### src/design/clrp_pkg.sv
// clrp_pkg: shared constants and types for the cpu list range parser
// no dependencies; used by the channel interfaces, the parser and the top level
`default_nettype none

package clrp_pkg;

   // item and result field widths
   localparam int BYTE_W   = 8;
   localparam int OUT_BITS = 32;
   localparam int COUNT_W  = 6;

   // ascii codes the parser reacts to
   localparam logic [BYTE_W-1:0] CH_NEWLINE = 8'h0A;
   localparam logic [BYTE_W-1:0] CH_COMMA   = 8'h2C;
   localparam logic [BYTE_W-1:0] CH_DASH    = 8'h2D;
   localparam logic [BYTE_W-1:0] CH_ZERO    = 8'h30;
   localparam logic [BYTE_W-1:0] CH_NINE    = 8'h39;

   // decimal base for number accumulation
   localparam logic [3:0] DEC_BASE = 4'd10;

   // what the parser hands over at the end of a text
   typedef struct packed {
      logic [OUT_BITS-1:0] mask;
      logic                stopped;
   } clrp_result_type;

endpackage

`default_nettype wire

### src/design/clrp_parser.sv
// clrp_parser: per-byte parse state machine and range mask accumulation
// depends on clrp_pkg
`default_nettype none

module clrp_parser
   import clrp_pkg::*;
#(
   parameter int MASK_BITS = 32
) (
   input  wire logic              clock,
   input  wire logic              reset,
   input  wire logic              step,
   input  wire logic [BYTE_W-1:0] in_byte,
   input  wire logic              last_byte,
   output clrp_result_type        result
);

   localparam int VW = $clog2(MASK_BITS + 1);
   localparam int NW = VW + 4;
   localparam logic [VW-1:0] SAT = VW'(MASK_BITS);

   typedef enum logic [2:0] {
      PH_START,
      PH_FIRST,
      PH_DASH,
      PH_SKIP,
      PH_DONE,
      PH_STOP
   } phase_type;

   phase_type            phase_ff, phase_in, fin_phase;
   logic [VW-1:0]        start_ff, start_in;
   logic [VW-1:0]        end_ff, end_in;
   logic                 seen_ff, seen_in;
   logic [MASK_BITS-1:0] mask_ff, mask_in, range_bits;
   logic                 commit;
   logic                 is_digit;
   logic [BYTE_W-1:0]    diff;
   logic [3:0]           digit;

   // value * 10 + digit, saturating at the mask size
   function automatic logic [VW-1:0] accumulate(input logic [VW-1:0] v, input logic [3:0] d);
      logic [NW-1:0] n;
      n = NW'(v) * NW'(DEC_BASE) + NW'(d);
      return (n > NW'(MASK_BITS)) ? SAT : n[VW-1:0];
   endfunction

   assign is_digit = (in_byte >= CH_ZERO) && (in_byte <= CH_NINE);
   assign diff     = in_byte - CH_ZERO;
   assign digit    = diff[3:0];

   always_comb begin
      phase_in = phase_ff;
      start_in = start_ff;
      end_in   = end_ff;
      seen_in  = seen_ff;
      commit   = 1'b0;

      case (phase_ff)
         PH_START: begin
            if (in_byte == CH_NEWLINE) begin
               phase_in = PH_DONE;
            end else if (is_digit) begin
               start_in = accumulate('0, digit);
               phase_in = PH_FIRST;
            end else begin
               phase_in = PH_STOP;
            end
         end
         PH_FIRST: begin
            if (is_digit) begin
               start_in = accumulate(start_ff, digit);
            end else if (in_byte == CH_DASH) begin
               end_in   = '0;
               seen_in  = 1'b0;
               phase_in = PH_DASH;
            end else begin
               end_in   = start_ff;
               commit   = 1'b1;
               phase_in = (in_byte == CH_COMMA) ? PH_START : PH_SKIP;
            end
         end
         PH_DASH: begin
            if (is_digit) begin
               end_in  = accumulate(end_ff, digit);
               seen_in = 1'b1;
            end else if (!seen_ff) begin
               phase_in = PH_STOP;
            end else begin
               commit   = 1'b1;
               phase_in = (in_byte == CH_COMMA) ? PH_START : PH_SKIP;
            end
         end
         PH_SKIP: begin
            if (in_byte == CH_COMMA) begin
               phase_in = PH_START;
            end
         end
         default: begin
         end
      endcase

      // end of text closes a number still open
      fin_phase = phase_in;
      if (last_byte) begin
         if (phase_in == PH_FIRST) begin
            end_in    = start_in;
            commit    = 1'b1;
            fin_phase = PH_DONE;
         end else if (phase_in == PH_DASH) begin
            if (seen_in) begin
               commit    = 1'b1;
               fin_phase = PH_DONE;
            end else begin
               fin_phase = PH_STOP;
            end
         end
      end

      // at most one range closes per byte; each bit compares on its own
      for (int i = 0; i < MASK_BITS; i++) begin
         range_bits[i] = commit && (VW'(i) >= start_in) && (VW'(i) <= end_in);
      end
      mask_in = mask_ff | range_bits;
   end

   always_ff @(posedge clock) begin
      if (reset) begin
         phase_ff <= PH_START;
         start_ff <= '0;
         end_ff   <= '0;
         seen_ff  <= 1'b0;
         mask_ff  <= '0;
      end else if (step) begin
         if (last_byte) begin
            phase_ff <= PH_START;
            start_ff <= '0;
            end_ff   <= '0;
            seen_ff  <= 1'b0;
            mask_ff  <= '0;
         end else begin
            phase_ff <= phase_in;
            start_ff <= start_in;
            end_ff   <= end_in;
            seen_ff  <= seen_in;
            mask_ff  <= mask_in;
         end
      end
   end

   // report the low bits of the mask, zero filled when the mask is narrow
   generate
      for (genvar g = 0; g < OUT_BITS; g++) begin : g_out
         if (g < MASK_BITS) begin : g_bit
            assign result.mask[g] = mask_in[g];
         end else begin : g_zero
            assign result.mask[g] = 1'b0;
         end
      end
   endgenerate

   assign result.stopped = (fin_phase == PH_STOP);

endmodule

`default_nettype wire

### config.mk
export PLATFORM = sky130hd
export DESIGN_NAME = clrp_parser
export DESIGN_NICKNAME = d
export VERILOG_FILES = /design/src/design/clrp_pkg.sv /design/src/design/clrp_parser.sv
export SDC_FILE = /design/constraint.sdc
export NUM_CORES = 1
export LEC_CHECK = 0
export ABC_AREA = 1
export BUFFER_PORTS_ARGS = -buffer_cell sky130_fd_sc_hd__buf_2
export CAP_MARGIN = 20
export CORE_ASPECT_RATIO = 0.75
export CORE_UTILIZATION = 51
export CTS_CLUSTER_SIZE = 25
export DETAILED_ROUTE_END_ITERATION = 7
export GPL_TIMING_DRIVEN = 0
export PLACE_DENSITY = 0.7
export SYNTH_ARGS = -nofsm -noshare
export SYNTH_HDL_FRONTEND = slang
export SYNTH_SLANG_ARGS = --single-unit
### constraint.sdc
create_clock -name clock -period 3.82 [get_ports clock]
set_clock_uncertainty 0.05 [all_clocks]
set_input_delay 0.382 -clock clock [delete_from_list [all_inputs] [get_ports clock]]
set_output_delay 0.382 -clock clock [all_outputs]
set_load 0.05 [all_outputs]
==> results.tsv <==
metric	value	unit
total congestion overflow	0	
status	complete, but fails checks	
PortBufs	42	
core area	0.009046	mm2
async set or reset register ratio after synthesis	0	
H-tree Lvls	2	
Tcrit/Tclk final	1.067	
fin cells	1035	
Setup Slack @ Placement	-0.5420	ns
number of flops mapped to enable cells by yosys	0	
met2 WL post-DR	6909	um
R2R Path End	mask_ff[0]	
Ys Warns	0	
TritonCTS clock tree	yes	
Yosys cell types	48	
largest net degree at the start of global routing	14	
Max stage delay on crit path	0.46	ns
fin util	0.7199	
clk_lat worst skew	0.29	ns
final critical-path setup slack	-0.2548	ns
# fillers	761	
min cycle time layout	4.075	ns
syn nets	850	
Slew Viols, Final	0	
Multi-input gate area	0.003855	mm2
DP Area	0.005135	mm2
row cnt	30	
Initial Util	0.5267	
Max transition margin	0.5840	
DIE AREA	0.009737	mm2
die width	113.6	um
CTS Buf Count	5	
most used flip-flop cell after synthesis	dfxtp_1	
Hold Crit Class	input port to flop	
global-route wire length before repair	25960	um
sequential share of the synthesized area	0.2017	
peak supply drop	0.2374	mV
Mapped Area	0.004765	mm2
number of global-route vias before repair	5324	
Achievable Freq	245.4	MHz
WHS Path Cells	4	
Final Cell Area	0.006513	mm2
drt initial violations	413	
Slew @ Worst Pin	0.6240	ns
HP Start	last_byte	
Inst Count DP	982	
commonest non-fill, non-tap cell in the layout	nand2_1	
Seq. cell area	993.5	um2
TritonRoute pass-1 iters	5	
post-route ant nets	0	
met1 WL	7461	um
Pwr Density	266.8	mW/mm2
Final Setup Violations	33	
dpl hpwl	11720	um
CP arrival	3.64	ns
drc violations	0	
most frequent cells in the layout	nand2_1 (188), inv_1 (85), a21oi_1 (65), nor2_1 (59), nand3_1 (56)	
DR WL met3	1749	um
placer congestion estimate	0.9635	
total power	1.738	mW
Max-Cap Viols	0	
# hold bufs at CTS	0	
via count	5818	
failing checks	setup timing	
Syn-to-layout area delta	36.69	%
Mean Syn Cell Area	5.868	um2
Sink Count	48	
worst-case reg-to-reg path depth	28	
CP Max Fanout	7	
initial antenna violation count	0	
Hold Vio Cnt, Final	0	
Highest Signal Layer	met4	
GRT Resource Usage Total	0.3395	
Worst-path clk slew	0.07	ns
hold path endpoint	mask_ff[0]	
CP startpoint kind	flop	
final WL	16320	um
diode count	0	
Nets	944	
root buf cell	clkbuf_16	
r2r startpoint	start_ff[1]	
flop2flop setup slack	-0.06	ns
critical path class	flop to output pin	
Lkg Pwr	2.911	nW
Post-Syn Instances	812	
DR vias/cell	5.621	
RSZ-0062 raised after global routing	true	
share of cells above drive strength 1	0.3264	
# IOs	45	
Avg WL per Cell	15.76	um
clk buf depth	2	
most used cell along the critical path	nand2_1	
CP required	3.39	ns
CP max-delay cell	fa_2	
number of synthesized register bits	48	
CP Cell Sequence	ha_4 > ha_4 > inv_2 > fa_2 > nor2_4 > nand2_2 > nor2_4 > nand3_1 > nand2_1 > nand2_1 > nand2_2 > inv_4 > nand3_1 > nand2_1 > nand2_1 > nand2_2 > nand2_4 > nand2_1 > nand2_1 > nand2_2 > o21ai_1 > nand3_2 > nand2_2 > buf_6	
Die Y	85.71	um
kind of end point of the critical path	output pin	
==> flip-flops by register name, summed over array words and instances (netlist names) <==
signal and cells:
seen_ff 1, mask_ff 32, end_ff 6, phase_ff 3
start_ff 6
==> power breakdown <==
group | total (mW) | switching [mW] | internal (mW)
Clock | 0.451 | 0.190 | 0.262
Combinational | 0.773 | 0.527 | 0.246
Sequential | 0.513 | 0.00863 | 0.504
==> synth_stat cells (3+ instances only) <==
cell	number	area [um2]
a211oi_1	3	22.52
nand2_4	4	45.04
nand2_2	9	56.30
nand2_1	224	840.8
nand3b_1	3	22.52
nor2_2	11	68.82
buf_2	3	15.01
nand3_1	88	440.4
a21oi_1	72	360.4
o21ai_1	10	50.05
nand3_2	5	50.05
inv_1	95	356.6
o21ai_0	48	240.2
nor2_1	73	274.0
nand4_1	7	43.79
dfxtp_1	48	960.9
inv_2	21	78.83
clkbuf_1	16	60.06
nor3_1	5	25.02
fa_1	4	80.08
ha_1	22	275.3
nor2_4	6	67.56
==> layout make-up <==
class / count / area share
Buffer: 23 / 0.01787
Timing Repair Buffer: 86 / 0.1172
Clock buffer: 8 / 0.02248
Tap cell: 128 / 0.02459
Multi-Input combinational cell: 622 / 0.5919
Inverter: 119 / 0.07281
Timing Repair inverter: 1 / 0.0005764
Sequential cell: 48 / 0.1525
==> metrics by stage <==
| stage | TNS, ns | hold WS [ns] |
|---|---|---|
| floorplan | 0 | 0.3951 |
| global placement | -11.35 | 0.4088 |
| detailed placement | -13.37 | 0.4195 |
| CTS | -4.039 | 0.4229 |
| global route | -10.97 | 0.4380 |
| finish | -5.629 | 0.4193 |
==> per-layer routing <==
| layer | track usage | vias up |
|---|---|---|
| met5 | 0 | - |
| li1 | - | 2823 |
| met2 | 0.5249 | 258 |
| met4 | 0.06459 | 0 |
| met3 | 0.07491 | 28 |
| met1 | 0.4851 | 2709 |
==> critical path: cells and delay by family, from the launching register on <==
kind / cells / cell delay [ns]
AO/OA/AOI/OAI: 1 / 0.16
adder cells (fa/ha/maj): 3 / 0.85
buffers and inverters: 3 / 0.25
flip-flops: 1 / 0.35
AND/OR/NAND/NOR: 17 / 1.72
==> kinds of logic (layout without fill, tap and decap cells) <==
kind of cell,count (synthesis),in the layout,synth area share
AO/OA/AOI/OAI,150,150,0.1723
XOR/XNOR,5,5,0.01077
adder cells (fa/ha/maj),26,26,0.07458
buffers and inverters,142,237,0.1190
flip-flops,48,48,0.2017
AND/OR/NAND/NOR,441,441,0.4217
==> repair_timing <==
item	CTS	global route
gates resized for setup	214	40
buffers inserted	36	8
pin swaps	65	26
endpoints found under the setup margin	43	33
gates cloned	1	0
==> worst max-delay path by stage <==
| stage | start | to |
|---|---|---|
| 3_5_place_dp | start_ff[1] | result[26] |
| 3_3_place_gp | start_ff[1] | result[26] |
| 2_1_floorplan | start_ff[1] | result[6] |
| 4_1_cts | end_ff[3] | result[5] |
| 6_report | start_ff[1] | result[23] |
| 5_1_grt | start_ff[3] | result[20] |
No activity file was read; power rests on OpenSTA's default activity.
